`config.mk`:
```
export PLATFORM = sky130hd
export DESIGN_NAME = rounded_moving_average_unit
export DESIGN_NICKNAME = d
export VERILOG_FILES = /design/src/rma_pkg.sv /design/src/rma_divider.sv /design/src/rma_datapath.sv /design/src/rma_ctrl.sv /design/src/rounded_moving_average_unit.sv
export SDC_FILE = /design/constraint.sdc
export NUM_CORES = 2
export LEC_CHECK = 0
export BUFFER_PORTS_ARGS = -buffer_cell sky130_fd_sc_hd__buf_2
export CORE_UTILIZATION = 30
export CTS_CLUSTER_SIZE = 10
export DETAILED_ROUTE_END_ITERATION = 7
export PLACE_DENSITY_LB_ADDON = 0.12
export SLEW_MARGIN = 20
export SYNTH_ARGS = -nofsm -noshare
export SYNTH_HDL_FRONTEND = slang
export SYNTH_SLANG_ARGS = --single-unit
```
`constraint.sdc`:
```
create_clock -name clk -period 15.52 [get_ports clk]
set_clock_uncertainty 0.2 [all_clocks]
set_input_delay 1.552 -clock clk [delete_from_list [all_inputs] [get_ports clk]]
set_output_delay 1.552 -clock clk [all_outputs]
set_load 0.01 [all_outputs]
```
`src/rma_pkg.sv`:
```
// Shared types and constants for the rounded moving average unit.
// Command and status words between controller and datapath. No dependencies.
package rma_pkg;

	localparam logic OP_PUSH  = 1'b0;
	localparam logic OP_CLEAR = 1'b1;

	localparam int CFG_BITS     = 8;
	localparam int RESET_WINDOW = 8;

	typedef struct packed {
		logic accept;     // input word taken, issue ring read
		logic cfg_write;  // window size write
		logic update;     // ring write and running-sum update
		logic div_start;  // load dividend into the divider
		logic out_load;   // capture quotient into output register
	} rma_cmd_t;

	typedef struct packed {
		logic div_done;
	} rma_status_t;

endpackage

```
`src/rma_divider.sv`:
```
// Restoring divider, one quotient bit per cycle.
// Standalone; used by rma_datapath.
module rma_divider #(
	parameter int DW = 24,
	parameter int NW = 8
) (
	input  logic          clk,
	input  logic          arst_n,
	input  logic          start,
	input  logic [DW-1:0] dividend,
	input  logic [NW-1:0] divisor,
	output logic [DW-1:0] quotient,
	output logic          done
);

	localparam int CNTW = (DW > 1) ? $clog2(DW) : 1;

	logic [DW-1:0]   quo_q;
	logic [NW-1:0]   rem_q;
	logic [CNTW-1:0] cnt_q;
	logic            busy_q;
	logic            done_q;
	logic [NW:0]     trial;
	logic [NW:0]     diff;
	logic            qbit;

	always_comb begin
		trial = {rem_q, quo_q[DW-1]};
		diff  = trial - {1'b0, divisor};
		qbit  = (trial >= {1'b0, divisor});
	end

	always_ff @(posedge clk or negedge arst_n) begin
		if (!arst_n) begin
			busy_q <= 1'b0;
			done_q <= 1'b0;
			cnt_q  <= '0;
		end else if (start) begin
			busy_q <= 1'b1;
			done_q <= 1'b0;
			cnt_q  <= '0;
		end else if (busy_q) begin
			cnt_q <= cnt_q + 1'b1;
			if (cnt_q == CNTW'(DW - 1)) begin
				busy_q <= 1'b0;
				done_q <= 1'b1;
			end
		end
	end

	// dividend shifts out of the top of quo_q as quotient bits shift in
	always_ff @(posedge clk) begin
		if (start) begin
			quo_q <= dividend;
			rem_q <= '0;
		end else if (busy_q) begin
			quo_q <= {quo_q[DW-2:0], qbit};
			rem_q <= qbit ? diff[NW-1:0] : trial[NW-1:0];
		end
	end

	assign quotient = quo_q;
	assign done     = done_q;

endmodule

```
`src/rma_datapath.sv`:
```
// Datapath: window register, sample ring memory, pointer, fill count,
// running sum, rounding and output register. Uses rma_pkg and rma_divider.
module rma_datapath
	import rma_pkg::*;
#(
	parameter int MAX_WINDOW  = 128,
	parameter int SAMPLE_BITS = 16,
	parameter int NW          = 8,
	parameter int DW          = 24
) (
	input  logic                   clk,
	input  logic                   arst_n,
	input  rma_cmd_t               cmd,
	output rma_status_t            status,
	input  logic                   operation,
	input  logic [SAMPLE_BITS-1:0] sample,
	input  logic [CFG_BITS-1:0]    cfg_data,
	output logic [SAMPLE_BITS-1:0] average
);

	localparam int PW = $clog2(MAX_WINDOW);
	localparam int FW = $clog2(MAX_WINDOW + 1);
	localparam int SW = SAMPLE_BITS + FW;

	logic [SAMPLE_BITS-1:0] mem [MAX_WINDOW];
	logic [SAMPLE_BITS-1:0] rd_q;
	logic [SAMPLE_BITS-1:0] sample_q;
	logic [SAMPLE_BITS-1:0] average_q;
	logic [NW-1:0]          window_q;
	logic [PW-1:0]          ptr_q;
	logic [PW-1:0]          wp_q;
	logic [FW-1:0]          fill_q;
	logic [SW-1:0]          sum_q;

	logic [NW-1:0]          ring_len;
	logic [NW-1:0]          cfg_window;
	logic [NW:0]            ptr_inc;
	logic [PW-1:0]          ptr_next;
	logic                   full;
	logic [SAMPLE_BITS-1:0] old_val;
	logic [DW-1:0]          dividend;
	logic [DW-1:0]          quotient;
	logic                   div_done;

	always_comb begin
		// reset window may exceed the ring depth; the ring then wraps at its depth
		ring_len = (int'(window_q) > MAX_WINDOW) ? NW'(MAX_WINDOW) : window_q;
		if (cfg_data == '0)
			cfg_window = NW'(1);
		else if (int'(cfg_data) > MAX_WINDOW)
			cfg_window = NW'(MAX_WINDOW);
		else
			cfg_window = NW'(cfg_data);
		ptr_inc  = (NW + 1)'(ptr_q) + 1'b1;
		ptr_next = (ptr_inc >= {1'b0, ring_len}) ? '0 : ptr_inc[PW-1:0];
		// slot about to be overwritten holds live data only once the ring is full
		full     = (fill_q == ring_len[FW-1:0]);
		old_val  = full ? rd_q : '0;
		dividend = DW'(sum_q) + DW'(window_q >> 1);
	end

	always_ff @(posedge clk or negedge arst_n) begin
		if (!arst_n) begin
			window_q <= NW'(RESET_WINDOW);
			ptr_q    <= '0;
			fill_q   <= '0;
			sum_q    <= '0;
		end else if (cmd.cfg_write) begin
			window_q <= cfg_window;
			ptr_q    <= '0;
			fill_q   <= '0;
			sum_q    <= '0;
		end else if (cmd.accept && operation == OP_CLEAR) begin
			fill_q <= '0;
			sum_q  <= '0;
		end else if (cmd.update) begin
			ptr_q <= wp_q;
			sum_q <= sum_q - SW'(old_val) + SW'(sample_q);
			if (!full)
				fill_q <= fill_q + 1'b1;
		end
	end

	always_ff @(posedge clk) begin
		if (cmd.accept) begin
			sample_q <= sample;
			wp_q     <= ptr_next;
		end
		if (cmd.out_load)
			average_q <= quotient[SAMPLE_BITS-1:0];
	end

	always_ff @(posedge clk) begin
		if (cmd.update)
			mem[wp_q] <= sample_q;
		if (cmd.accept)
			rd_q <= mem[ptr_next];
	end

	rma_divider #(
		.DW(DW),
		.NW(NW)
	) u_div (
		.clk      (clk),
		.arst_n   (arst_n),
		.start    (cmd.div_start),
		.dividend (dividend),
		.divisor  (window_q),
		.quotient (quotient),
		.done     (div_done)
	);

	assign status.div_done = div_done;
	assign average         = average_q;

endmodule

```
`src/rma_ctrl.sv`:
```
// Controller state machine: handshakes and sequencing of ring update and divide.
// Uses rma_pkg for the command and status words.
module rma_ctrl
	import rma_pkg::*;
(
	input  logic        clk,
	input  logic        arst_n,
	input  logic        in_valid,
	output logic        in_stall,
	input  logic        operation,
	input  logic        cfg_valid,
	output logic        cfg_ready,
	output logic        out_valid,
	input  logic        out_stall,
	input  rma_status_t status,
	output rma_cmd_t    cmd
);

	typedef enum logic [1:0] {
		ST_IDLE,
		ST_UPDATE,
		ST_DIV_START,
		ST_DIVIDE
	} state_t;

	state_t state_q;
	logic   out_valid_q;
	logic   out_free;

	always_comb begin
		out_free      = !out_valid_q || !out_stall;
		in_stall      = (state_q != ST_IDLE);
		cfg_ready     = (state_q == ST_IDLE);
		cmd.accept    = (state_q == ST_IDLE) && in_valid;
		cmd.cfg_write = cfg_valid && cfg_ready;
		cmd.update    = (state_q == ST_UPDATE);
		cmd.div_start = (state_q == ST_DIV_START);
		cmd.out_load  = (state_q == ST_DIVIDE) && status.div_done && out_free;
	end

	always_ff @(posedge clk or negedge arst_n) begin
		if (!arst_n) begin
			state_q     <= ST_IDLE;
			out_valid_q <= 1'b0;
		end else begin
			if (cmd.out_load)
				out_valid_q <= 1'b1;
			else if (!out_stall)
				out_valid_q <= 1'b0;
			case (state_q)
				ST_IDLE: begin
					if (in_valid)
						state_q <= (operation == OP_CLEAR) ? ST_DIV_START : ST_UPDATE;
				end
				ST_UPDATE:    state_q <= ST_DIV_START;
				ST_DIV_START: state_q <= ST_DIVIDE;
				ST_DIVIDE: begin
					if (cmd.out_load)
						state_q <= ST_IDLE;
				end
				default:      state_q <= ST_IDLE;
			endcase
		end
	end

	assign out_valid = out_valid_q;

endmodule

```
`src/rounded_moving_average_unit.sv`:
```
// Rounded boxcar moving average over the last window_size samples, held in a
// ring memory with a running sum. Each input word pushes a sample or clears
// the ring; each returns one word, (sum + N/2) / N. One word is in work at a
// time: a push steps through the update, divide-start and divide states, a
// clear skips the update, and the bit-serial divider yields one quotient bit
// per cycle. A finished word waits in the output register while the next
// input word is taken. A fill count marks which ring slots are live, so reset,
// clear and window writes take effect at once with no clearing pass. Write the
// window size only while the unit is idle.
module rounded_moving_average_unit
	import rma_pkg::*;
#(
	parameter int MAX_WINDOW  = 128,
	parameter int SAMPLE_BITS = 16
) (
	input  logic                   clk,
	input  logic                   arst_n,
	input  logic                   in_valid,
	output logic                   in_stall,
	input  logic                   operation,
	input  logic [SAMPLE_BITS-1:0] sample,
	output logic                   out_valid,
	input  logic                   out_stall,
	output logic [SAMPLE_BITS-1:0] average,
	input  logic                   cfg_valid,
	output logic                   cfg_ready,
	input  logic [CFG_BITS-1:0]    cfg_data
);

	localparam int NMAX = (MAX_WINDOW > RESET_WINDOW) ? MAX_WINDOW : RESET_WINDOW;
	localparam int NW   = $clog2(NMAX + 1);
	localparam int DW   = SAMPLE_BITS + NW;

	rma_cmd_t    cmd;
	rma_status_t status;

	rma_ctrl u_ctrl (
		.clk       (clk),
		.arst_n    (arst_n),
		.in_valid  (in_valid),
		.in_stall  (in_stall),
		.operation (operation),
		.cfg_valid (cfg_valid),
		.cfg_ready (cfg_ready),
		.out_valid (out_valid),
		.out_stall (out_stall),
		.status    (status),
		.cmd       (cmd)
	);

	rma_datapath #(
		.MAX_WINDOW  (MAX_WINDOW),
		.SAMPLE_BITS (SAMPLE_BITS),
		.NW          (NW),
		.DW          (DW)
	) u_dp (
		.clk       (clk),
		.arst_n    (arst_n),
		.cmd       (cmd),
		.status    (status),
		.operation (operation),
		.sample    (sample),
		.cfg_data  (cfg_data),
		.average   (average)
	);

`ifndef SYNTHESIS
	// an accepted word keeps the input stalled while its update and divide states run
	a_busy_after_accept: assert property (@(posedge clk) disable iff (!arst_n)
		in_valid && !in_stall |=> in_stall ##1 in_stall)
		else $error("input taken again too early");

	// window writes are only taken while no word is in work
	a_cfg_when_idle: assert property (@(posedge clk) disable iff (!arst_n)
		cfg_ready |-> !in_stall)
		else $error("config ready while busy");

	// a new result only appears at the end of a word's work
	a_result_from_work: assert property (@(posedge clk) disable iff (!arst_n)
		$rose(out_valid) |-> $past(in_stall))
		else $error("result without work in progress");
`endif

endmodule

```
==> impl_summary.txt <==
----------------------------------------------------
[Global route]
  Largest net degree at the start of global routing ... 130
  Initial antenna violation count ... 18
  Layer carrying the most global-route usage ... met2
  Global routing usage on met1 ... 29.2%
  Via count of the first global-routing pass ... 54.0k
  Global routing usage summed across all routing layers ... 20.4%
  Global Route met3 Usage ... 2.82%
  Sum of overflow across all layers after global routing ... 0
  Wire length of the first global-routing pass ... 434000 um
  GR Util met2 ... 32.4%

[Pwr]
  Post-layout power ... 22200 uW
  Worst-case vdd ir drop ... 0.221 mV
  Standby leakage power ... 0.0337 uW
  Power density over the cells ... 216 nW/um2

[Place]
  Final weighted congestion in routability-driven placement ... 0.825
  Post-detail-place hpwl ... 181000 um
  Count of port buffers added during placement ... 48
  Post-place setup slack ... 7.66 ns

[Timing]
  Unrepaired setup endpoints after global routing ... false
  Part of the cycle the worst path needs ... 50.7%
  Slew of the pin with the lowest slew margin ... 1.31 ns
  Number of hold-slack violations in the final timing report ... 0
  Final setup slack of the worst path ... 7.65 ns
  Total setup violations reported at the end of the flow ... 0
  TNS Setup ... 0 ns
  Count of pins over their slew limit ... 0
  Slew HR ... 12.4%
  Min Tclk post-route ... 7.87 ns
  FMAX ... 127 MHz

[Synth]
  Fraction of the mapped netlist area in simple logic gates ... 9.84%
  Synth Flop Type ... edfxtp_1
  Fraction of synthesized area in multiplexers ... 5.29%
  Most frequently used cell type in the post-synthesis netlist ... edfxtp_1
  FF+latch count, synth ... 2192
  Sequential element share of the synthesized area ... 73.6%
  Ys async rst share ... 2.60%
  Fraction of post-synthesis cell area in the top cell type by area ... 71.8%
  Avg Inst Size Synth ... 14.3 um2
  Main area contributors after synthesis ... edfxtp_1 72%, nand2_1 4.4%, mux2i_1 3.8%
  Total standard cell area after synthesis ... 88900 um2
  Most common library cells after synthesis ... 2127 x edfxtp_1, 1033 x nand2_1, 453 x nand3_1
  Compound-Gate Fraction of Synth Area ... 7.23%
  Library cell occupying the most area in the post-synthesis netlist ... edfxtp_1
  Library cells used by synthesis ... 75
  Combinational family with the most area after synthesis ... simple AND/OR/NAND/NOR gates
  Number of nets in the synthesized netlist ... 6327
  Post-synthesis cell count ... 6219
  EDFF count, synth ... 2127
  Warning count from the yosys run ... 0
  Synthesized-area fraction occupied by xor and xnor cells ... 0.561%
  Fraction of the mapped netlist area in adder cells ... 1.25%

[Worst hold path]
  Worst min path class ... flop to flop
  Hold-critical path depth ... 0

[Clocking]
  Clock latency at the later pin of the worst-skew pair ... 0.85 ns
  Postcts setup bufs ... 0
  Gates resized, CTS repair ... 0
  CTS Root Buffer Type ... clkbuf_16
  CTS H-tree lvls ... 5
  TritonCTS clock tree ... built
  Hold buffer count at cts ... 0
  Clock sinks ... 2192
  Post-CTS clock slew at the launch and capture registers of the worst setup and hold paths ... 0.06 ns
  Max clock buf depth ... 4
  CTS buffer count ... 272

[Drt]
  Final wirelength ... 311000 um
  Drt pass-1 iters ... 7
  Number of vias per cell after detailed routing ... 5.27
  Post-detailed-route DRC marker count ... 6
  Vias ... 55.1k
  Number of DRC markers after the initial detailed-route iteration ... 5307
  Number of nets with antenna violations after routing ... 0
  Post-detailed-route wirelength per cell ... 29.7 um

[Floorplan]
  Starting Density ... 30.2%
  I/O pin cnt ... 49
  Standard cell core area ... 294000 um2
  Overall die area ... 299000 um2
  Die Y ... 546 um
  Number of placement rows ... 199
  Chip Width ... 546 um

[Outcome]
  Outcome ... complete, but fails checks
  Violated checks ... DRC

[Final layout]
  Final Net Count ... 6542
  Fraction of layout instances using a drive strength above 1 ... 12.3%
  Filler cell count in the final layout ... 28.5k
  Layout Area Growth over Synthesis ... 15.5%
  Fraction of the core area covered by cells at the end of the flow ... 34.9%

[Critical path]
  Kind of critical path ... flop to flop
  Required arrival time at the worst endpoint ... 15.90 ns
  CP Launch Type ... flop
  Crit path top cell by count ... buf_4
  Endpoint kind of the worst setup timing path ... flop
  Data arrival time of the critical path ... 8.26 ns
  Largest incremental delay on the critical path ... 0.73 ns
  Cell chain of the critical path ... nand3_1 > xor2_1 > inv_1 > ha_1 > o21ai_0 > nand2b_1 > a311oi_2 > o21ai_4 > buf_4 > buf_4 > buf_4 > mux2_2 > a221oi_1 > o31ai_1 > a41oi_1 > o21ai_0 > a2bb2oi_1
  CP max FO ... 47
  Cell with the largest stage delay on the worst path ... dfrtp_4
  Cell depth of the worst flop-to-flop path ... 17
  Slack of the worst reg-to-reg path ... 7.65 ns

[Run]
  Number of maximum-capacitance violations ... 0

----------------------------------------------------
state kept, by name, indices dropped and copies added, names as in the netlist, 2 cells and up:
signal and flops:
u_dp.rd_q 16, u_dp.mem 2048, u_dp.fill_q 8, u_ctrl.state_q 2
u_dp.sum_q 24, u_dp.wp_q 7, u_dp.ptr_q 7, u_dp.sample_q 16
u_dp.u_div.cnt_q 5, u_dp.window_q 8, u_dp.u_div.quotient 24, u_dp.u_div.rem_q 8
u_dp.average 16
metal layers:
layer,up-vias,wire (um)
li1,24100,-
met1,29100,143000
met2,1636,144000
met3,362,16800
met4,2,7330
met5,-,9
worst paths after layout:
kind                                        start                end
hold reg to reg            u_dp.u_div.quotient[6]    u_dp.average[6]
setup / recovery                    u_dp.ptr_q[0]      u_dp.rd_q[14]
max in group asynchronous                  arst_n      u_dp.ptr_q[0]
hold / removal             u_dp.u_div.quotient[6]    u_dp.average[6]
min in group asynchronous                  arst_n  u_ctrl.state_q[0]
setup reg to reg                    u_dp.ptr_q[0]      u_dp.rd_q[14]
power breakdown:
group          leakage (uW)  internal, uW  switching (uW)
registers            0.0200          6880             174
logic                0.0100          2480            6930
clock network       0.00369          3310            2390
total                0.0337         12700            9490
cell usage in the layout (no fill, tap or decap), types with 77 or more instances in the layout:
cell and n:
o221ai_1 110, a31oi_1 85, edfxtp_1 2127, mux2_2 77, buf_4 258, nor2_1 276, nand2_1 1028, mux2i_1 338
o211ai_1 79, inv_1 99, nand3_1 451, clkbuf_16 281, a21oi_1 220, o21ai_0 118
final cells by class:
class | count | area (um2) | area share [%]
multi-input cells | 3541 | 21900 | 21.3
well taps | 3919 | 4900 | 4.77
diodes | 9 | 22.5 | 0.0219
repair buffers | 317 | 2390 | 2.33
clock inverters | 33 | 335 | 0.326
inverters | 110 | 452 | 0.440
clock buffers | 345 | 7270 | 7.08
flip-flops and latches | 2192 | 65500 | 63.7
stage by stage:
step / hold slack (ns) / cell area [um2] / instances
floorplan: 0.222 / 88900 / 6219
global placement: 0.236 / 94900 / 10100
detailed placement: 0.247 / 95100 / 10100
CTS: 0.259 / 103000 / 10500
global route: 0.261 / 103000 / 10500
finish: 0.252 / 103000 / 10500
worst max-delay path: cells and delay by family, from the launching register on:
family | cells | cell delay [ns]
muxes | 1 | 0.41
xor gates and xnor gates | 1 | 0.39
adders and majority gates | 1 | 0.45
DFF | 1 | 0.73
buffers and inverters | 4 | 2.48
AOI/OAI and AO/OA | 8 | 2.51
and+or+nand+nor | 2 | 0.33
cells by family after synthesis:
kind of cell,after synthesis
buffers and inverters,486
muxes,435
DFF,2192
adders and majority gates,78
and+or+nand+nor,2032
AOI/OAI and AO/OA,939
xor gates and xnor gates,57
(Power assumes the default switching activity.)
